$ cat config.mk
export PLATFORM = sky130hd
export DESIGN_NAME = apvr_ctrl
export DESIGN_NICKNAME = d
export VERILOG_FILES = /design/src/rtl/apvr_pkg.sv /design/src/rtl/apvr_ctrl.sv
export SDC_FILE = /design/constraint.sdc
export NUM_CORES = 1
export LEC_CHECK = 0
export ABC_CLOCK_PERIOD_IN_PS = 2100
export BUFFER_PORTS_ARGS = -buffer_cell sky130_fd_sc_hd__buf_2
export CAP_MARGIN = 0
export CELL_PAD_IN_SITES_DETAIL_PLACEMENT = 0
export CELL_PAD_IN_SITES_GLOBAL_PLACEMENT = 1
export CORE_ASPECT_RATIO = 1.1
export CORE_MARGIN = 1
export CORE_UTILIZATION = 34
export DETAILED_ROUTE_END_ITERATION = 12
export GPL_ROUTABILITY_DRIVEN = 0
export MAX_ROUTING_LAYER = met4
export PLACE_DENSITY_LB_ADDON = 0.1
export SLEW_MARGIN = 5
export SYNTH_ARGS = -nofsm -noshare
export SYNTH_HDL_FRONTEND = slang
export SYNTH_SLANG_ARGS = --single-unit
export TNS_END_PERCENT = 10
$ cat constraint.sdc
create_clock -name clk -period 2.1 [get_ports clk]
set_input_delay 0.105 -clock clk [delete_from_list [all_inputs] [get_ports clk]]
set_output_delay 0.105 -clock clk [all_outputs]
set_load 0.05 [all_outputs]
$ cat src/rtl/apvr_pkg.sv
// Shared types, widths and constants for the angle PID velocity regulator.
// No dependencies; imported by every module of the block.
// Holds the fixed-point scaling, the controller/datapath command types and config codes.
package apvr_pkg;

  // Fixed-point scaling of angles, error, integral and velocity
  localparam int FRAC_BITS = 16;

  // Field and state widths
  localparam int ANG_W       = 24;               // angle / gain register width
  localparam int STEP_W      = 10;               // step_ms width
  localparam int RAW_W       = ANG_W + 1;        // raw setpoint - angle difference
  localparam int ERR_W       = 19;               // wrapped error, within +/-pi
  localparam int EP_W        = ERR_W + STEP_W + 1;
  localparam int INTEG_W     = 40;               // error integral
  localparam int INTEG_SPLIT = 20;               // low half of integral for split multiply
  localparam int VEL_W       = 21;               // output velocity
  localparam int CFG_IDX_W   = 3;

  // Divider geometry
  localparam int NUM_W      = 32;
  localparam int DEN_W      = STEP_W + 1;
  localparam int DIV_BITS   = 30;
  localparam int QUO_W      = DIV_BITS + 1;
  localparam int DIV_CNT_W  = $clog2(DIV_BITS + 1);

  // Integral scaling: floor(n / 2000) as floor(n / 16), then a reciprocal multiply by
  // ceil(2^32 / 125); exact for magnitudes below 2^25
  localparam int IDIV_PRE    = 4;
  localparam int IDIV_ODD    = 125;
  localparam int IDIV_SH     = 32;
  localparam int IDIV_MAG_W  = 25;
  localparam int IDIV_RCP_W  = 26;
  localparam int IDIV_PROD_W = IDIV_MAG_W + IDIV_RCP_W;
  localparam logic [IDIV_RCP_W-1:0] IDIV_RECIP = 26'd34359739;

  // Multiplier / accumulator
  localparam int MUL_A_W = ANG_W + 1;
  localparam int MUL_B_W = QUO_W;
  localparam int PROD_W  = MUL_A_W + MUL_B_W;
  localparam int ACC_W   = 52;

  // Wrap reduction: remainder steps against 2*pi << 5 .. 2*pi << 0
  localparam int WRAP_STEPS = 6;
  localparam int WRAP_IDX_W = $clog2(WRAP_STEPS);

  localparam int MS_PER_S = 1000;

  localparam longint PI_Q32 = 64'sd13493037705;
  localparam longint PI_QL  = (PI_Q32 + (64'sd1 <<< (31 - FRAC_BITS))) >>> (32 - FRAC_BITS);
  localparam logic signed [RAW_W-1:0] PI_R     = RAW_W'(PI_QL);
  localparam logic [ANG_W-1:0]        TWO_PI_U = ANG_W'(2 * PI_QL);
  localparam logic signed [ACC_W-1:0] LIMIT    = ACC_W'(longint'(10) <<< FRAC_BITS);

  // Register reset values
  localparam logic [ANG_W-1:0]  RST_KP   = 24'd983040;
  localparam logic [ANG_W-1:0]  RST_KI   = 24'd0;
  localparam logic [ANG_W-1:0]  RST_KD   = 24'd32768;
  localparam logic [ANG_W-1:0]  RST_TGT  = 24'd0;
  localparam logic [STEP_W-1:0] RST_STEP = 10'd32;

  typedef enum logic [CFG_IDX_W-1:0] {
    REG_KP   = 3'd0,
    REG_KI   = 3'd1,
    REG_KD   = 3'd2,
    REG_TGT  = 3'd3,
    REG_STEP = 3'd4
  } cfg_idx_t;

  typedef struct packed {
    logic [ANG_W-1:0]        kp;
    logic [ANG_W-1:0]        ki;
    logic [ANG_W-1:0]        kd;
    logic signed [ANG_W-1:0] tgt;
    logic [STEP_W-1:0]       step;
  } cfg_t;

  typedef enum logic [1:0] {
    MS_P  = 2'd0,
    MS_D  = 2'd1,
    MS_IL = 2'd2,
    MS_IH = 2'd3
  } mul_sel_t;

  typedef enum logic [3:0] {
    ST_IDLE   = 4'd0,
    ST_WINIT  = 4'd1,
    ST_WSTEP  = 4'd2,
    ST_WFIN   = 4'd3,
    ST_PREP   = 4'd4,
    ST_DSTART = 4'd5,
    ST_DWAIT  = 4'd6,
    ST_MP     = 4'd7,
    ST_MD     = 4'd8,
    ST_MIL    = 4'd9,
    ST_MIH    = 4'd10,
    ST_MACC   = 4'd11,
    ST_FIN    = 4'd12
  } state_t;

  typedef struct packed {
    logic                  load_err;
    logic                  wrap_init;
    logic                  wrap_step;
    logic [WRAP_IDX_W-1:0] wrap_idx;
    logic                  wrap_fin;
    logic                  prep;
    logic                  div_start;
    logic                  integ_upd;
    logic                  mul_en;
    mul_sel_t              mul_sel;
    logic                  acc_clr;
    logic                  acc_en;
    logic                  out_load;
  } cmd_t;

  typedef struct packed {
    logic div_busy;
  } sts_t;

endpackage

$ cat src/rtl/apvr_ctrl.sv
// Sequencer for one control tick: wrap, divide, multiply-accumulate, output.
// Depends on apvr_pkg; commands apvr_dp through cmd_t, reads sts_t.
// Owns the input ready and the output valid flag.
module apvr_ctrl (
  input  logic           clk,
  input  logic           rst_n,
  input  logic           in_valid,
  output logic           in_ready,
  output logic           out_valid,
  input  logic           out_ready,
  input  apvr_pkg::sts_t sts,
  output apvr_pkg::cmd_t cmd
);
  import apvr_pkg::*;

  state_t                state_r, state_nxt;
  logic [WRAP_IDX_W-1:0] cnt_r, cnt_nxt;
  logic                  oval_r, oval_nxt;
  logic                  out_free;

  assign out_free = !oval_r || out_ready;

  // Next state
  always_comb begin
    state_nxt = state_r;
    cnt_nxt   = cnt_r;
    case (state_r)
      ST_IDLE: begin
        if (in_valid) begin
          state_nxt = ST_WINIT;
        end
      end
      ST_WINIT: begin
        state_nxt = ST_WSTEP;
        cnt_nxt   = WRAP_IDX_W'(WRAP_STEPS - 1);
      end
      ST_WSTEP: begin
        if (cnt_r == '0) begin
          state_nxt = ST_WFIN;
        end else begin
          cnt_nxt = cnt_r - WRAP_IDX_W'(1);
        end
      end
      ST_WFIN:   state_nxt = ST_PREP;
      ST_PREP:   state_nxt = ST_DSTART;
      ST_DSTART: state_nxt = ST_DWAIT;
      ST_DWAIT: begin
        if (!sts.div_busy) begin
          state_nxt = ST_MP;
        end
      end
      ST_MP:   state_nxt = ST_MD;
      ST_MD:   state_nxt = ST_MIL;
      ST_MIL:  state_nxt = ST_MIH;
      ST_MIH:  state_nxt = ST_MACC;
      ST_MACC: state_nxt = ST_FIN;
      ST_FIN: begin
        if (out_free) begin
          state_nxt = ST_IDLE;
        end
      end
      default: state_nxt = ST_IDLE;
    endcase
  end

  // Outputs
  always_comb begin
    cmd          = '0;
    cmd.mul_sel  = MS_P;
    cmd.wrap_idx = cnt_r;
    in_ready     = 1'b0;
    case (state_r)
      ST_IDLE: begin
        in_ready     = 1'b1;
        cmd.load_err = in_valid;
      end
      ST_WINIT:  cmd.wrap_init = 1'b1;
      ST_WSTEP:  cmd.wrap_step = 1'b1;
      ST_WFIN:   cmd.wrap_fin  = 1'b1;
      ST_PREP:   cmd.prep      = 1'b1;
      ST_DSTART: cmd.div_start = 1'b1;
      ST_DWAIT: ;
      ST_MP: begin
        cmd.integ_upd = 1'b1;
        cmd.mul_en    = 1'b1;
        cmd.mul_sel   = MS_P;
        cmd.acc_clr   = 1'b1;
      end
      ST_MD: begin
        cmd.mul_en  = 1'b1;
        cmd.mul_sel = MS_D;
        cmd.acc_en  = 1'b1;
      end
      ST_MIL: begin
        cmd.mul_en  = 1'b1;
        cmd.mul_sel = MS_IL;
        cmd.acc_en  = 1'b1;
      end
      ST_MIH: begin
        cmd.mul_en  = 1'b1;
        cmd.mul_sel = MS_IH;
        cmd.acc_en  = 1'b1;
      end
      ST_MACC:  cmd.acc_en   = 1'b1;
      ST_FIN:   cmd.out_load = out_free;
      default: ;
    endcase
  end

  always_comb begin
    if (cmd.out_load) begin
      oval_nxt = 1'b1;
    end else if (oval_r && out_ready) begin
      oval_nxt = 1'b0;
    end else begin
      oval_nxt = oval_r;
    end
  end

  always_ff @(posedge clk) begin
    if (!rst_n) begin
      state_r <= ST_IDLE;
      cnt_r   <= '0;
      oval_r  <= 1'b0;
    end else begin
      state_r <= state_nxt;
      cnt_r   <= cnt_nxt;
      oval_r  <= oval_nxt;
    end
  end

  assign out_valid = oval_r;

endmodule

* Word-level counts from Yosys, hierarchy flattened
Index checks and enable logic that the tools add are counted.
** Cells by class
- Add/sub/neg operators :: 1
- Equality and inequality tests :: 17
- Mux-type cells :: 20
- Reduce and logical (&&, ||, !) cells :: 10
** Operators by type and width (number)
- 4-bit case mux with 13 select lines :: 1
- 4-bit equality test (second input constant) :: 5
- 4-bit by 3-bit equality test with 1-bit output (second input constant) :: 4
- 4-bit 2-to-1 mux :: 4
- 1-bit 2-to-1 mux :: 12
- 3-bit case mux with 4 select lines :: 1
- 2-bit inequality test (second input constant) :: 5
- 4-bit by 2-bit equality test with 1-bit output (second input constant) :: 2
- 3-bit case mux with 2 select lines :: 1
- 4-bit by 1-bit equality test with 1-bit output (second input constant) :: 1
- 4-bit logical NOT :: 1
- 4-bit AND reduction :: 1
- 2-bit nonzero test :: 2
- 4-bit OR reduction :: 1
- 3-bit logical NOT :: 1
- 3-bit 2-to-1 mux :: 1
- 3-bit by 1-bit subtractor with 3-bit output (second input constant) :: 1
- 2-bit AND reduction :: 1
- 1-bit logical AND :: 1
- 1-bit logical NOT :: 1
- 1-bit logical OR :: 1
** Word-level totals
- Bits in registers :: 8
- Input bits :: 5
- Output and inout bits :: 18

* Logic depth before layout (Yosys ltp)
- Depth in word-level cells :: 4
- Depth in mapped cells :: 6
- Gate-level depth less buffers :: 6

* Least setup slack after synthesis
OpenSTA, ideal clock, no wires.
- Kind :: reg-to-output
- Start :: register state_r[2]
- End :: output port cmd[15] in the netlist's numbering
- Data arrival time :: 2691 ps
- Setup slack :: -696 ps
- Cell stages (with the launch flop) :: 4
- Path buffers :: 1
- Cells stage by stage :: dfxtp_1 > buf_4 > nor4_1 > and2_1
** RTL lines
- start: declaration :: line apvr_ctrl.sv:16 : state_t state_r, state_nxt;
- start signal: assignment :: line apvr_ctrl.sv:126 : state_r <= state_nxt;
- end: declaration :: line apvr_ctrl.sv:12 : output apvr_pkg::cmd_t cmd

==> results by group <==
Run status
  – Run status: completed

Setup path
  – Critical-path top delay cell: dfxtp_1
  – Crit path largest cell delay: 0.66 ns
  – List of cells traversed by the critical path: nand2_1 > nor2_1 > a21o_1 > buf_2
  – Required time at the endpoint of the critical path: 2.00 ns
  – Critical path depth: 4
  – Nature of the critical path endpoint: output port
  – Category of the most critical setup path: flop to output port
  – Arrival time worst endpoint: 1.71 ns
  – Startpoint Class: flop
  – Cell depth of the worst flop-to-flop path: 4
  – Peak fanout along the critical path: 13
  – Number of buffer and inverter instances along the worst setup path: 1
  – Largest delay contributor family on the critical path: flip-flops

Cells and area
  – Post-layout nets: 93
  – Final standard cell utilization of the core: 46.9%
  – Multi-input logic area: 349 um2
  – Antenna cell count: 0
  – Share of post-route cells with drive strength above 1: 38.1%
  – Final instance area: 673 um2
  – Sequential Area: 160 um2
  – Area growth from synthesis to layout: 22.0%
  – Number of inserted filler cells in the final layout: 158

Logic synthesis
  – Fraction of synthesized area in multiplexers: 1.81%
  – Xor/xnor cell area share of the yosys netlist: 1.59%
  – Fraction of registers with async set or reset after synthesis: 0%
  – Synthesized flop and latch total: 8
  – Post-Syn Area per Cell: 8.49 um2
  – Post-synthesis cell count: 65
  – Area share of and/or/nand/nor cells after synthesis: 36.5%
  – Most instantiated flip-flop cell in the synthesis netlist: dfxtp_1
  – Synth top area share: 29.0%
  – Number of distinct standard cells referenced by the synthesized netlist: 35
  – Biggest area contributors in the synthesized netlist: dfxtp_1 29%, nor2_1 6.1%, buf_4 5.4%, ha_1 4.5%, nor4b_4 4.3%
  – Most area-hungry cell type in the Yosys netlist: dfxtp_1
  – Leading cell type by number of instances after synthesis: nor2_1
  – Main combinational cell family by area after synthesis: simple AND/OR/NAND/NOR gates
  – Net count after synthesis: 72
  – Compound-cell area share of the yosys netlist: 16.1%
  – Adder and majority cell fraction of the synthesized area: 4.54%
  – Number of flops mapped to enable cells by yosys: 0
  – Leading cell types by count after synthesis: 9 x nor2_1, 8 x dfxtp_1, 5 x nand2_1, 4 x buf_4, 4 x nor3_1
  – Register area share after synthesis: 29.0%
  – Netlist Area Pre-Place: 552 um2
  – Count of warnings emitted by yosys: 0

Global route
  – First-pass GRT wire length: 1770 um
  – Initial antenna violation count: 0
  – Via count of the first global-routing pass: 393
  – Global routing usage on met3: 7.54%
  – Global-route met1 utilization: 21.1%
  – Combined global-route utilization of all metal layers: 15.3%
  – Largest net degree at the start of global routing: 14
  – Residual overflow from global routing: 0
  – Met2 demand-to-capacity share in global routing: 18.7%
  – Most heavily used metal layer in global routing: met1

Clock tree
  – Post-CTS resize count: 0
  – Post-CTS Repair Setup Buffers: 0
  – Total clock sinks: 8
  – Post-cts hold buffer count: 0
  – Worst-Skew Late Latency: 0.25 ns
  – Root cell of the clock tree: clkbuf_4
  – Clock transition at the registers of the reported paths: 0.05 ns
  – CTS Buffer Depth: 2
  – TritonCTS clock tree: done
  – H-tree depth reported by CTS: 1
  – Number of buffers inserted during clock tree synthesis: 3

Pwr
  – Leakage dissipation: 0.343 nW
  – Peak VDD IR: 373 uV
  – Pwr per Cell Area: 1080 mW/mm2

STA
  – Worst rel slew slack: 60.5%
  – Fmax: 550 MHz
  – Final number of setup-violating endpoints: 0
  – Count of final max-slew check failures: 0
  – Final critical-path required period: 1.82 ns
  – Crit share post-route: 86.6%
  – Final sum of negative setup slack: 0 ns
  – Final hold violation count: 0
  – Setup repair after global routing missed its margin: false
  – Transition time at the pin with the least slew margin: 0.591 ns
  – Clock tree skew after final layout: 0.000495 ns

Detailed routing
  – Drt drc: 0
  – Via total after detailed routing: 518
  – Number of optimization iterations in the first detailed-route pass: 3
  – First-iteration detailed-routing DRC count: 4
  – Wire length after detailed routing: 1130 um
  – Average detailed-routed wire length per instance: 11.3 um
  – Remaining antenna violation count after routing: 0
  – Via density: 5.18

Job
  – Maximum capacitance violations: 0

Die
  – Initial core utilization: 38.4%
  – Horiz. Die Dim: 40.4 um
  – Num ports: 23
  – Die area: 0.00179 mm2
  – Core area: 0.00144 mm2
  – Die span in y: 44.3 um
  – Row count: 14

Hold path
  – Path class of the lowest-slack min-delay path: primary input to flop
  – Worst hold path cell count: 2

Place
  – Post-detailed-placement half-perimeter wirelength: 852 um
  – Count of buffers from port buffering: 22
  – Area of placed instances: 651 um2
[routing by layer]
metal / vias to the layer above / wire length [um] / share of wire (%)
met4: 0 / 10 / 0.89
met2: 16 / 471 / 42
li1: 274 / - / -
met3: 2 / 69 / 6.1
met1: 226 / 574 / 51
met5: - / 0 / 0
[area by class of cell]
cell class | count | area share, %
clock buffer | 3 | 3.35
inverter | 3 | 1.67
multi-input combinational | 48 | 51.9
sequential | 8 | 23.8
tap | 16 | 2.97
timing repair buffer | 22 | 16.4
[where the power goes]
part | leakage (nW) | internal (mW) | switching (mW) | total (mW)
combinational | 0.264 | 0.120 | 0.252 | 0.372
sequential | 0.0654 | 0.179 | 0.0610 | 0.240
clock | 0.0138 | 0.0653 | 0.0505 | 0.116
total | 0.343 | 0.364 | 0.363 | 0.728
[through the flow]
stage,setup WS (ns),cells,hold slack [ns],power (mW)
floorplan,0.0911,65,0.223,0.559
global placement,0.547,97,0.422,0.618
detailed placement,0.536,97,0.423,0.618
CTS,0.252,100,0.154,0.738
global route,0.126,100,0.150,0.781
finish,0.282,100,0.158,0.728
[cell families (layout without fill, tap and decap cells)]
logic type,after synthesis,after routing
flip-flops,8,8
multiplexers,1,1
AO/OA/AOI/OAI,11,11
AND/OR/NAND/NOR,33,33
XOR/XNOR,1,1
adder cells (fa/ha/maj),2,2
buffers and inverters,9,28
[layout by cell type, fill, tap and decap left out, types with 2 or more instances in the layout]
cell type  Yosys  final
buf_2          1     22
nor2_1         9      9
dfxtp_1        8      8
nand2_1        5      5
nor3_1         4      4
clkbuf_4       0      3
nor2b_1        2      2
inv_1          2      2
a31oi_1        2      2
ha_1           2      2
[registers in the layout, summed over array words and instances, names as in the netlist]
name       flops
cnt_r          3
state_r        4
out_valid      1
[worst reg2reg max path, delay by kind of cell, from the launching register on]
family | cells | cell delay [ns]
AOI/OAI and AO/OA | 1 | 0.10
DFF | 1 | 0.61
muxes | 1 | 0.21
and+or+nand+nor | 2 | 0.53
[path summary, 6_finish.rpt]
kind	start	end	slack (ns)
min	rst_n	cnt_r[0]	0.16
max reg2reg	state_r[1]	state_r[2]	0.58
max	state_r[0]	cmd[5]	0.28
min reg2reg	cnt_r[2]	cnt_r[2]	0.55
No activity file was read; power rests on OpenSTA's default activity.
